===== config.mk =====
export PLATFORM = sky130hd
export DESIGN_NAME = pr4d_front_flat
export DESIGN_NICKNAME = d
export VERILOG_FILES = /design/src/hdl/pr4d_pkg.sv /design/src/hdl/pr4d_ifs.sv /design/src/hdl/pr4d_front.sv /design/src/flat_wrapper.sv
export SDC_FILE = /design/constraint.sdc
export NUM_CORES = 1
export LEC_CHECK = 0
export ABC_AREA = 1
export BUFFER_PORTS_ARGS = -buffer_cell sky130_fd_sc_hd__buf_2
export CAP_MARGIN = 30
export CORE_AREA = 2 2 127 129
export DETAILED_ROUTE_END_ITERATION = 8
export DIE_AREA = 0 0 129 131
export GPL_ROUTABILITY_DRIVEN = 0
export PLACE_DENSITY_LB_ADDON = 0.2
export SYNTH_ARGS = -nofsm -noshare
export SYNTH_HDL_FRONTEND = slang
export SYNTH_SLANG_ARGS = --single-unit
export TNS_END_PERCENT = 100

===== constraint.sdc =====
create_clock -name vclk -period 2.8
set_input_delay 0.56 -clock vclk [all_inputs]
set_output_delay 0.56 -clock vclk [all_outputs]
set_load 0.05 [all_outputs]

===== src/hdl/pr4d_pkg.sv =====
// ----------------------------------------------------------------------------
// pr4d_pkg
// Shared constants, types and the arctangent table of the 4-D plane rotation.
// ----------------------------------------------------------------------------
`default_nettype none

package pr4d_pkg;

  // Point geometry
  localparam int DIM     = 4;   // active axes, 2..4
  localparam int NCOORD  = 4;   // coordinate fields on the ports
  localparam int COORD_W = 24;
  localparam int AXIS_W  = 2;
  localparam int ANGLE_W = 16;

  // CORDIC datapath
  localparam int CORDIC_STEPS = 16;  // 8..24
  localparam int TABLE_LEN    = 24;
  localparam int GUARD        = 8;
  localparam int PRE_W        = COORD_W + 1;   // pre-rotated pair, negation safe
  localparam int XW           = 36;            // holds pair gain times CORDIC gain
  localparam int ZW           = 32;            // residual angle, 2^-32 turn

  // Gain correction: floor((v * GAIN + 2^37) / 2^38)
  localparam int GAIN_W   = 30;
  localparam int LO_W     = 18;
  localparam int HI_W     = XW - LO_W;
  localparam int PH_W     = HI_W + GAIN_W + 1;
  localparam int PL_W     = LO_W + 1 + GAIN_W + 1;
  localparam int SUM_W    = PH_W + LO_W + 1;
  localparam int G_SHIFT  = 38;
  localparam int R_W      = SUM_W - G_SHIFT;
  localparam logic signed [GAIN_W:0] GAIN_INV = 31'sd652032875;

  // Queue between front and back
  localparam int QDEPTH = 2;
  localparam int QPTR_W = $clog2(QDEPTH);
  localparam int QCNT_W = $clog2(QDEPTH + 1);

  // Configuration port
  localparam int ADDR_W = 4;
  localparam int DATA_W = 32;

  typedef enum logic [1:0] {
    REG_PLANE_FIRST  = 2'd0,
    REG_PLANE_SECOND = 2'd1,
    REG_TURN_ANGLE   = 2'd2
  } pr4d_reg_e;

  typedef logic signed [COORD_W-1:0] pr4d_coord_t;

  typedef struct packed {
    logic [AXIS_W-1:0]  plane_first;
    logic [AXIS_W-1:0]  plane_second;
    logic [ANGLE_W-1:0] turn_angle;
  } pr4d_cfg_t;

  // One item inside the rotation pipeline
  typedef struct packed {
    logic                       rot;
    logic [AXIS_W-1:0]          a;
    logic [AXIS_W-1:0]          b;
    pr4d_coord_t [NCOORD-1:0]   c;
    logic signed [XW-1:0]       x;
    logic signed [XW-1:0]       y;
    logic signed [ZW-1:0]       z;
  } pr4d_stage_t;

  function automatic logic signed [ZW-1:0] atan_turn(input int i);
    logic signed [ZW-1:0] t;
    unique case (i)
      0:       t = 32'sh20000000;
      1:       t = 32'sh12E4051D;
      2:       t = 32'sh09FB385B;
      3:       t = 32'sh051111D4;
      4:       t = 32'sh028B0D43;
      5:       t = 32'sh0145D7E1;
      6:       t = 32'sh00A2F61E;
      7:       t = 32'sh00517C55;
      8:       t = 32'sh0028BE53;
      9:       t = 32'sh00145F2E;
      10:      t = 32'sh000A2F98;
      11:      t = 32'sh000517CC;
      12:      t = 32'sh00028BE6;
      13:      t = 32'sh000145F3;
      14:      t = 32'sh0000A2F9;
      15:      t = 32'sh0000517C;
      16:      t = 32'sh000028BE;
      17:      t = 32'sh0000145F;
      18:      t = 32'sh00000A2F;
      19:      t = 32'sh00000517;
      20:      t = 32'sh0000028B;
      21:      t = 32'sh00000145;
      22:      t = 32'sh000000A2;
      23:      t = 32'sh00000051;
      default: t = '0;
    endcase
    return t;
  endfunction

endpackage

`default_nettype wire


===== src/hdl/pr4d_ifs.sv =====
// ----------------------------------------------------------------------------
// pr4d point channels
// Valid/ready channels for input points and rotated results.
// ----------------------------------------------------------------------------
`default_nettype none

interface pr4d_in_if;
  import pr4d_pkg::*;
  logic        valid;
  logic        ready;
  pr4d_coord_t coord_0;
  pr4d_coord_t coord_1;
  pr4d_coord_t coord_2;
  pr4d_coord_t coord_3;

  modport source (output valid, coord_0, coord_1, coord_2, coord_3, input ready);
  modport sink   (input valid, coord_0, coord_1, coord_2, coord_3, output ready);
endinterface


`default_nettype wire


===== src/hdl/pr4d_front.sv =====
// ----------------------------------------------------------------------------
// pr4d_front
// Accept points, decide rotate or pass, apply the exact quarter-turn step.
// ----------------------------------------------------------------------------
`default_nettype none

module pr4d_front (
  pr4d_in_if.sink                 pnt,
  input  pr4d_pkg::pr4d_cfg_t     cfg_i,
  input  logic                    q_full_i,
  output logic                    push_o,
  output pr4d_pkg::pr4d_stage_t   job_o
);
  import pr4d_pkg::*;

  localparam logic [ANGLE_W-1:0] EIGHTH = ANGLE_W'(1) << (ANGLE_W - 3);

  pr4d_coord_t [NCOORD-1:0]  c;
  logic [ANGLE_W-1:0]        shifted;
  logic [1:0]                quad;
  logic signed [ANGLE_W-1:0] resid;
  logic signed [PRE_W-1:0]   ea, eb, xs, ys;

  assign pnt.ready = !q_full_i;
  assign push_o    = pnt.valid && pnt.ready;

  always_comb begin
    c[0] = pnt.coord_0;
    c[1] = pnt.coord_1;
    c[2] = pnt.coord_2;
    c[3] = pnt.coord_3;
    // axes beyond the dimension read as zero
    for (int k = 0; k < NCOORD; k++) begin
      if (k >= DIM) c[k] = '0;
    end
  end

  // residual angle in [-1/8, 1/8) turn, quadrant done exactly
  assign shifted = cfg_i.turn_angle + EIGHTH;
  assign quad    = shifted[ANGLE_W-1:ANGLE_W-2];
  assign resid   = signed'({2'b00, shifted[ANGLE_W-3:0]}) - signed'(EIGHTH);

  assign ea = PRE_W'(c[cfg_i.plane_first]);
  assign eb = PRE_W'(c[cfg_i.plane_second]);

  always_comb begin
    unique case (quad)
      2'd1:    begin xs = -eb; ys = ea;  end
      2'd2:    begin xs = -ea; ys = -eb; end
      2'd3:    begin xs = eb;  ys = -ea; end
      default: begin xs = ea;  ys = eb;  end
    endcase
  end

  always_comb begin
    job_o.rot = (cfg_i.plane_first != cfg_i.plane_second)
             && (int'(cfg_i.plane_first) < DIM) && (int'(cfg_i.plane_second) < DIM);
    job_o.a   = cfg_i.plane_first;
    job_o.b   = cfg_i.plane_second;
    job_o.c   = c;
    job_o.x   = XW'(xs) <<< GUARD;
    job_o.y   = XW'(ys) <<< GUARD;
    job_o.z   = ZW'(resid) <<< (ZW - ANGLE_W);
  end

endmodule

`default_nettype wire


===== src/flat_wrapper.sv =====
// flat-port wrapper written by rule: the top's interface ports become plain ports
module pr4d_front_flat import pr4d_pkg::*;
  (cfg_i, q_full_i, push_o, job_o, pnt_valid, pnt_coord_0, pnt_coord_1, pnt_coord_2, pnt_coord_3, pnt_ready);
  pr4d_in_if pnt_i ();
  input  pr4d_pkg::pr4d_cfg_t cfg_i;
  input  logic q_full_i;
  output logic push_o;
  output pr4d_pkg::pr4d_stage_t job_o;
  input wire logic [$bits(pnt_i.valid)-1:0] pnt_valid;
  input wire logic [$bits(pnt_i.coord_0)-1:0] pnt_coord_0;
  input wire logic [$bits(pnt_i.coord_1)-1:0] pnt_coord_1;
  input wire logic [$bits(pnt_i.coord_2)-1:0] pnt_coord_2;
  input wire logic [$bits(pnt_i.coord_3)-1:0] pnt_coord_3;
  output wire logic [$bits(pnt_i.ready)-1:0] pnt_ready;
  assign pnt_i.valid = pnt_valid;
  assign pnt_i.coord_0 = pnt_coord_0;
  assign pnt_i.coord_1 = pnt_coord_1;
  assign pnt_i.coord_2 = pnt_coord_2;
  assign pnt_i.coord_3 = pnt_coord_3;
  assign pnt_ready = pnt_i.ready;
  pr4d_front u_core (.pnt(pnt_i), .cfg_i(cfg_i), .q_full_i(q_full_i), .push_o(push_o), .job_o(job_o));
endmodule

# After elaboration in Yosys (flattened, before gate mapping)
# Index checks and enable logic that the tools add are counted.
[totals]
ff_bits = 0
inputBits = 118
output_inout_bits = 207
word_cells = 18
[op_classes]
n_addsub = 4
order_cmp = 2
eq_ne = 4
muxes = 6
reduce_logical = 2
[op_table]
columns = ["cell", "count"]
rows = [
  ["25-bit one-hot mux with 3 select lines", 2],
  ["24-bit binary-select mux with 2-bit select", 2],
  ["24-bit negation with 25-bit output", 2],
  ["24-bit 2-to-1 mux", 2],
  ["16-bit by 14-bit adder with 16-bit output (second input constant)", 1],
  ["14-bit by 14-bit subtractor with 15-bit output (second input constant)", 1],
  ["2-bit by 3-bit less-than comparator with 1-bit output (second input constant)", 2],
  ["2-bit equality test (second input constant)", 2],
  ["2-bit by 1-bit equality test with 1-bit output (second input constant)", 1],
  ["2-bit != test", 1],
  ["1-bit logical AND", 1],
  ["1-bit zero test", 1],
]

# Logic depth before layout (Yosys ltp)
# Gate-level depths: netlist of the first run.
[logic_depth]
word_depth = 4
ltp_mapped = 16
depth_no_buf = 14

# Least setup slack after synthesis of the first run
# OpenSTA, ideal clock, no wires.
[synth_path]
kind = "input to output"
start = "input cfg_i[19] (netlist bit)"
end = "output job_o[65] (netlist bit)"
t_arrival_ns = 2.901
t_required_ns = 2.240
path_slack_ns = -0.661
cell_stages = 14
cell_sequence = "buf_4 > clkinv_2 > buf_6 > nand3_1 > nand2_1 > ha_1 > nand2_2 > nor2_4 > nand2_1 > nor2_2 > nand3_2 > nand3_1 > nand4_1 > buf_4"
[synth_rtl]
columns = ["element", "line_no", "text"]
rows = [
  ["start: declaration", "flat_wrapper.sv:5", "input pr4d_pkg::pr4d_cfg_t cfg_i;"],
  ["end: declaration", "flat_wrapper.sv:8", "output pr4d_pkg::pr4d_stage_t job_o;"],
]

==> results of run 1 <==
[layer usage]
metal,vias up,share of wire (%),track usage (%)
met5,-,0,0
met1,3574,40,34.31
met4,0,2.2,4.220
li1,3768,-,-
met3,50,7.1,0.8143
met2,420,51,50.73
[cell usage in the layout (no fill, tap or decap), types with 2 or more instances in the layout]
| cell | n |
|---|---|
| nand2_1 | 374 |
| buf_2 | 210 |
| buf_4 | 146 |
| nand3_1 | 141 |
| nand2_2 | 63 |
| inv_1 | 52 |
| buf_6 | 47 |
| buf_12 | 44 |
| nand4_1 | 39 |
| conb_1 | 32 |
| nor2_4 | 26 |
| nor2_2 | 21 |
| nand2_4 | 19 |
| nand3_2 | 17 |
| nor2_1 | 11 |
| o21ai_1 | 8 |
| xor2_2 | 8 |
| nand3_4 | 7 |
| o21ai_0 | 7 |
| xor2_1 | 7 |
| inv_2 | 6 |
| buf_8 | 6 |
| a21oi_1 | 5 |
| o21ai_2 | 4 |
| o2111ai_2 | 4 |
| o2111ai_4 | 4 |
| diode_2 | 2 |
| inv_6 | 2 |
| inv_4 | 2 |
| a32oi_1 | 2 |
| nor3_2 | 2 |
| clkinvlp_4 | 2 |
| o21ai_4 | 2 |
| ha_4 | 2 |
| bufbuf_16 | 2 |
[cell families (layout without fill, tap and decap cells)]
kind of cell / after synthesis / count (layout) / share of synthesized area, %
compound gates: 38 / 38 / 4.418
xor+xnor: 18 / 18 / 3.009
fa+ha+maj: 3 / 3 / 0.7164
buf+inv: 267 / 523 / 32.07
other cells: 1 / 34 / 0.07156
simple gates: 723 / 723 / 59.72
[cell type report]
type / instances / share of cell area (%)
multi-input cells: 814 / 51.26
diodes: 2 / 0.05633
repair inverters: 1 / 0.08450
inverters: 65 / 3.183
well taps: 216 / 3.042
repair buffers: 457 / 42.37
[worst min path at each step]
| stage | depth (start not counted) | startpoint | slack, ns | end |
|---|---|---|---|---|
| 3_3_place_gp | 0 | cfg_i[2] | 1.12 | job_o[18] |
| 6_report | 0 | cfg_i[3] | 1.12 | job_o[19] |
| 2_1_floorplan | 1 | pnt_coord_0[0] | 1.29 | job_o[104] |
| 4_1_cts | 0 | cfg_i[2] | 1.12 | job_o[18] |
| 3_5_place_dp | 0 | cfg_i[2] | 1.12 | job_o[18] |
| 5_1_grt | 0 | cfg_i[9] | 1.12 | job_o[25] |
[cell usage after synthesis]
cell       count  area (µm²)
a221oi_1       1       8.760
xor2_1        16       140.1
buf_4        157        1179
nor3_1         3       15.01
nor2_1        41       153.9
buf_2         22       110.1
buf_6          8       90.09
clkinv_2       1       5.000
nand3_1      163       815.8
nand2_1      444        1667
nand3_2        2       20.02
nand4_1       39       244.0
o2111ai_1      8       70.07
inv_2          4       15.01
o21ai_0       15       75.07
a21oi_1        6       30.03
ha_1           3       37.54
inv_1         60       225.2
nand2_2       12       75.07
o21ai_1        6       30.03
nor2_2        13       81.33
a32oi_1        2       17.52
nor2_4         4       45.04
conb_1         1       3.750
xnor2_1        2       17.52
clkbuf_1      14       52.55
or2_2          2       12.51
buf_1          1       3.750
[what timing repair did]
item                                    CTS  global route
cloned                                    4             2
resized for setup                       173           121
endpoints found under the setup margin   53            54
setup buffers                            23            13
endpoints found under the hold margin     0             0
hold buffers                              0             0
pin swaps                                70            65
[power breakdown]
group | total, mW | internal, mW | leakage [nW] | switching [mW]
Sequential | 0 | 0 | 0 | 0
Clock | 0.0000000956 | 0.0000000955 | 0.0000127 | 0
Combinational | 3.12 | 1.15 | 4.53 | 1.97
Total | 3.12 | 1.15 | 4.53 | 1.97
==> results by group, run 1 <==
Power
  – IR drop worst, VDD: 0.1982 mV
  – Pwr per Cell Area: 350.7 nW/µm²
  – Leakage power: 4.528 nW
  – Total Power: 3.116 mW

Cells and area
  – Fin nets: 1460
  – CLK BUF: 0
  – Share of layout cells above drive strength 1: 48.99%
  – Fillers: 1568
  – Design Area, Final: 8885 µm²
  – Area of the multi-input gates: 4554 µm²
  – Area Overhead vs Synth: 69.56%
  – Register area: 0 µm²
  – Final core occ: 56.96%
  – Seq_cells: 0
  – Final cell count without fillers: 1555

Synth
  – Avg Inst Size Synth: 4.991 µm²
  – Seq/Total Area, Yosys: 0%
  – Distinct cells, synth: 28
  – Synth warnings: 0
  – Post-Synthesis Cells: ~1100
  – Cell Area, Synth: 5240 µm²

Placed design
  – Pre-CTS setup slack: -0.2949 ns
  – Cell Area, Placed: 7383 µm²
  – Placed insts: 1511
  – Port Buffers: roughly 270
  – HPWL after DPL: 18910 µm

Global route
  – Vias in the first global route: 6727
  – Largest net degree at the start of global routing: 41
  – GRT Total Usage: 26.75%
  – Overflow after GRT: 0
  – Antenna violations before repair: 2
  – Global-route wire length before repair: 35670 µm

Critical path
  – CP endpoint: job_o[91]
  – CP Class: input pin to output pin
  – Critical path startpoint: cfg_i[18]
  – Critical Path Slowest Stage Cell: bufbuf_16
  – CP Depth: 14
  – Crit path buf inv count: 4
  – Critical path arrival: 2.42 ns
  – CP peak stage delay: approximately 0.28 ns
  – Crit path required time: between 2 and 2.5 ns
  – Cell family with the largest share of critical-path delay: simple AND/OR/NAND/NOR gates
  – Worst-path cell chain: buf_12, bufbuf_16, nand2_2, nand3_2, nand2_2, nand2_4, nor2_4, nand2_2, buf_4, nor2_4, xor2_2, nand2_1, nand4_1, buf_12
  – CP endpoint kind: output pin
  – CP startpoint kind: input pin
  – Top fanout value on the critical path: 8
  – Cell mode on critical path: nand2_2

Flow run
  – Max cap viols: 0

STA
  – Final Cycle Share: 106.5%
  – Final Critical Period: approximately 3.0 ns
  – Setup tns final: -4.991 ns
  – Fmax achieved: 335.3 MHz
  – Final WS setup: -0.1822 ns
  – RSZ-0062 raised after global routing: yes
  – WHS: 1.120 ns
  – Final setup viols: 49
  – Slew Limit Fails: 0
  – Fin. Hold Viols: 0

Detailed routing
  – Drt first pass iters: 6
  – Via Count: 7812
  – Routed wire length: about 25000 µm
  – Detail Route Antenna Nets: 0
  – DR DRC count: 0
  – DR WL/cell: 16.11 µm
  – DR vias/cell: 5.024
  – 1st-iter DRT viols: 699

Floorplanning
  – FP Rows: 46
  – Initial Utilization: 33.60%
  – Die Wd: approximately 130 µm
  – Ports: 325
  – Die area: 16900 µm²
  – Die height: 131 µm
  – Core area: 15600 µm²

Run status
  – Status: finished, violations left
  – Failing checks: setup timing

Worst hold path
  – Min-delay worst type: input pin to output pin
Power figures use the tool's default switching activity.
==> run 2, diff against run 1 <==
--- a/config.mk
+++ b/config.mk
@@ -12,7 +12,7 @@
 export DETAILED_ROUTE_END_ITERATION = 8
 export DIE_AREA = 0 0 129 131
 export GPL_ROUTABILITY_DRIVEN = 0
-export PLACE_DENSITY_LB_ADDON = 0.2
+export PLACE_DENSITY = 0.68
 export SYNTH_ARGS = -nofsm -noshare
 export SYNTH_HDL_FRONTEND = slang
 export SYNTH_SLANG_ARGS = --single-unit
==> results by group, run 2 (synthesis gave the netlist of run 1 again) <==
Run status
  – Status: finished, violations left
  – Failing checks: setup timing

Global route
  – GRT Total Usage: 27.56%
  – Global-route wire length before repair: 37430 µm
  – Antenna violations before repair: 3
  – Vias in the first global route: 7531
  – Overflow after GRT: 0
  – Largest net degree at the start of global routing: 38

STA
  – Fin. Hold Viols: 0
  – Final Cycle Share: 108.2%
  – Fmax achieved: 330.1 MHz
  – Tightest Pin Transition: 0.5311 ns
  – Final setup viols: 48
  – Final Critical Period: 3.029 ns
  – Final WS setup: -0.2291 ns
  – Slew Limit Fails: 0
  – Slew margin rel.: 64.55%
  – RSZ-0062 raised after global routing: yes

Power
  – IR drop worst, VDD: 0.1862 mV
  – Pwr per Cell Area: about 350 nW/µm²
  – Leakage power: 4.675 nW
  – Total Power: 3.269 mW

Cells and area
  – Register area: 0 µm²
  – Fin nets: approximately 1500
  – Seq_cells: 0
  – Share of layout cells above drive strength 1: 53.21%
  – Commonest non-fill, non-tap cells in the layout: nand2_1, buf_2, buf_4, nand3_1, nand2_2
  – Most common cell after layout, fill and taps aside: nand2_1
  – CLK BUF: 0
  – Design Area, Final: 9368 µm²
  – Area Overhead vs Synth: 78.77%

Detailed routing
  – Detail Route Antenna Nets: 0
  – DR WL/cell: 17.87 µm
  – 1st-iter DRT viols: 924
  – DR DRC count: 0
  – DR vias/cell: 5.468
  – Drt first pass iters: 9
  – Via Count: 8513
  – Routed wire length: 27820 µm

Placed design
  – Port Buffers: 267
  – Pre-CTS setup slack: -0.3154 ns
  – HPWL after DPL: about 19000 µm
  – Cell Area, Placed: 7418 µm²

Critical path
  – CP endpoint: job_o[58]
  – Critical path arrival: 2.47 ns
  – CP startpoint kind: input pin
  – Critical path startpoint: cfg_i[18]
  – Crit path required time: 2.24 ns
  – Top fanout value on the critical path: 18
  – CP Class: input pin to output pin
  – CP endpoint kind: output pin

Floorplanning
  – Die area: 16900 µm²
  – FP Rows: 46
  – Die height: 131 µm
  – Core area: between 15000 and 20000 µm²
  – Initial Utilization: between 30% and 40%
  – Die Wd: 129 µm
  – Ports: 325

Worst hold path
  – Worst Hold Depth: 0
  – Min-delay worst type: input pin to output pin

Flow run
  – Max cap viols: 0

Clock network
  – Hold buffer count at CTS: 0
run 2: critical path, stage by stage:
cell	delay [ns]
buf_12	0.12
inv_12	0.05
buf_12	0.14
nand2_1	0.08
nand3_2	0.07
nand2_2	0.15
buf_6	0.13
nand2_1	0.10
nor2_2	0.17
inv_1	0.11
nor2_4	0.15
nand2_1	0.07
nand2_1	0.08
nand2_1	0.07
nand2_1	0.06
nand4_1	0.15
buf_12	0.20
run 2: what timing repair did:
action | CTS | global route
pin swaps | 79 | 89
buffers inserted | 22 | 19
cloned | 5 | 2
setup endpoints to repair | 53 | 53
resized for setup | 200 | 175
run 2: how the worst min path moves through the flow:
stage                  to           start
2_1_floorplan  job_o[104]  pnt_coord_0[0]
3_3_place_gp    job_o[17]        cfg_i[1]
3_5_place_dp    job_o[17]        cfg_i[1]
4_1_cts         job_o[17]        cfg_i[1]
5_1_grt         job_o[28]       cfg_i[12]
6_report        job_o[20]        cfg_i[4]
run 2: final cells by class:
cell class | instances | area, µm²
fill | 1372 | 6230
multi-input combinational | 814 | 4947
timing repair buffer | 458 | 3845
inverter | 65 | 289.0
tap | 216 | 270.3
timing repair inverter | 1 | 8.758
antenna | 3 | 7.507
run 2: metrics by stage:
step,util [%],instances,setup TNS [ns],hold slack [ns]
after global placement,47.56,1506,-8.687,1.120
after global routing,60.06,1557,-9.638,1.120
after detailed placement,47.56,1506,-9.550,1.120
after CTS,54.14,1533,-1.270,1.120
after floorplan,-,1081,-3.974,1.287
final,60.06,1557,-6.444,1.120
run 2: per-layer routing:
layer / vias to the layer above / share of wire, % / wire, µm / GRT usage [%]
met5: - / 0 / 0 / 0
met4: 0 / 7.1 / 1987 / 12.08
met3: 196 / 9.9 / 2757 / 3.054
met2: 698 / 49 / 13650 / 52.69
met1: 3855 / 34 / 9424 / 30.74
li1: 3764 / - / - / -
run 2: report_power, final:
part           switching [mW]   total (mW)  internal [mW]
combinational            2.07         3.27           1.20
clock                       0  0.000000144    0.000000144
sequential                  0            0              0
==> run 3, diff against run 2 <==
--- a/config.mk
+++ b/config.mk
@@ -6,7 +6,7 @@
 export NUM_CORES = 1
 export LEC_CHECK = 0
 export ABC_AREA = 1
-export BUFFER_PORTS_ARGS = -buffer_cell sky130_fd_sc_hd__buf_2
+export BUFFER_PORTS_ARGS = -buffer_cell sky130_fd_sc_hd__clkbuf_2
 export CAP_MARGIN = 30
 export CORE_AREA = 2 2 127 129
 export DETAILED_ROUTE_END_ITERATION = 8
==> results by group, run 3 (synthesis gave the netlist of run 1 again) <==
Placed design
  – HPWL after DPL: between 15000 and 20000 µm
  – Pre-CTS setup slack: -0.3655 ns
  – Port Buffers: 267

Global route
  – Vias in the first global route: slightly below 7000
  – Global-route wire length before repair: 35010 µm
  – GRT Total Usage: 25.76%
  – Antenna violations before repair: 0
  – Largest net degree at the start of global routing: 25
  – Overflow after GRT: 0

STA
  – Final setup viols: 47
  – Slew Limit Fails: 0
  – Final Critical Period: 3.020 ns
  – Fin. Hold Viols: 0
  – Fmax achieved: 331.2 MHz
  – Final Cycle Share: 107.8%
  – Setup tns final: -5.429 ns
  – Final WS setup: -0.2197 ns
  – RSZ-0062 raised after global routing: yes

Flow run
  – Max cap viols: 0

Critical path
  – Worst-path cell chain: clkbuf_16, buf_12, buf_6, nand2_1, nand3_1, nand2_2, nand2_4, nor2_4, nand3_4, buf_6, o21ai_2, nand2_1, nand2_1, nand4_1, buf_12
  – Top fanout value on the critical path: 5
  – CP peak stage delay: 0.19 ns
  – Critical Path Slowest Stage Cell: nor2_4
  – CP Class: input pin to output pin
  – Cell mode on critical path: nand2_1
  – Crit path required time: 2.24 ns
  – Critical path arrival: 2.46 ns
  – CP startpoint kind: input pin
  – CP endpoint kind: output pin

Detailed routing
  – Via Count: 7994
  – 1st-iter DRT viols: 894
  – DR DRC count: 0
  – DR vias/cell: 5.221
  – Detail Route Antenna Nets: 0
  – DR WL/cell: around 16 µm
  – Routed wire length: around 25000 µm
  – Drt first pass iters: 5

Power
  – Leakage power: 4.597 nW
  – Pwr per Cell Area: about 360 nW/µm²
  – Total Power: 3.237 mW
  – IR drop worst, VDD: 0.2049 mV

Floorplanning
  – Die area: 16900 µm²
  – Core area: 15600 µm²
  – FP Rows: 46
  – Initial Utilization: 33.60%
  – Die Wd: 129 µm
  – Ports: 325
  – Die height: 131 µm

Run status
  – Failing checks: setup timing
  – Status: finished, violations left

Cells and area
  – Fillers: approximately 1400
  – Fin nets: 1437
  – CLK BUF: 0
  – Register area: 0 µm²
  – Area Overhead vs Synth: 73.50%
  – Seq_cells: 0
  – Most common cell after layout, fill and taps aside: nand2_1
  – Share of layout cells above drive strength 1: 51.07%
  – Commonest non-fill, non-tap cells in the layout: nand2_1, clkbuf_2, buf_4, nand3_1, nand2_2

Clock network
  – Hold buffer count at CTS: 0

Worst hold path
  – Min-delay src: cfg_i[4]
  – Hold endpoint: job_o[20]
  – Worst Hold Depth: 0
  – Min-delay worst type: input pin to output pin
-- run 3: through the flow --
step	utilization, %	cells	cell area [µm²]	hold WS (ns)
after floorplan	-	1081	5577	1.287
after global placement	48.59	1496	7579	1.120
after detailed placement	48.59	1496	7579	1.120
after CTS	53.36	1512	8323	1.120
after global routing	58.27	1530	9089	1.120
final	58.29	1531	9091	1.120
-- run 3: repair_timing --
item,CTS,global route
gates resized for setup,151,162
pin swaps,66,85
setup endpoints to repair,53,52
gates cloned,3,2
buffers inserted,13,16
endpoints found under the hold margin,0,0
-- run 3: layout make-up --
type                       count  area, µm²  share of cell area, %
multi-input combinational    814       4762                  52.38
timing repair buffer         434       3771                  41.48
tap                          216      270.3                  2.973
antenna                        1      2.502                0.02753
inverter                      65      276.5                  3.042
timing repair inverter         1      8.758                0.09634
-- run 3: how the worst max path moves through the flow --
stage,from,to,slack (ns),cells after the start
floorplan,cfg_i[18],job_o[65],-0.51,15
global placement,cfg_i[16],job_o[102],-0.30,15
detailed placement,cfg_i[16],job_o[102],-0.37,14
finish,cfg_i[16],job_o[96],-0.22,15
global route,cfg_i[16],job_o[93],-0.31,14
CTS,cfg_i[18],job_o[96],-0.15,18
-- run 3: routing by layer --
layer / track usage (%) / up-vias / part of all wire, %
met5: 0 / - / 0
met4: 9.015 / 0 / 4.1
met3: 1.751 / 93 / 8.6
met2: 47.59 / 547 / 50
met1: 31.56 / 3633 / 37
li1: - / 3721 / -
-- run 3: power by group --
part	total (mW)	internal (mW)	switching [mW]
sequential	0	0	0
combinational	3.24	1.22	2.02
clock	0.0000000482	0.0000000482	0
total	3.24	1.22	2.02
-- run 3: critical path: cells and delay by family --
family / cells / cell delay, ns
buffers and inverters: 5 / 0.78
and+or+nand+nor: 9 / 1.02
AOI/OAI and AO/OA: 1 / 0.12
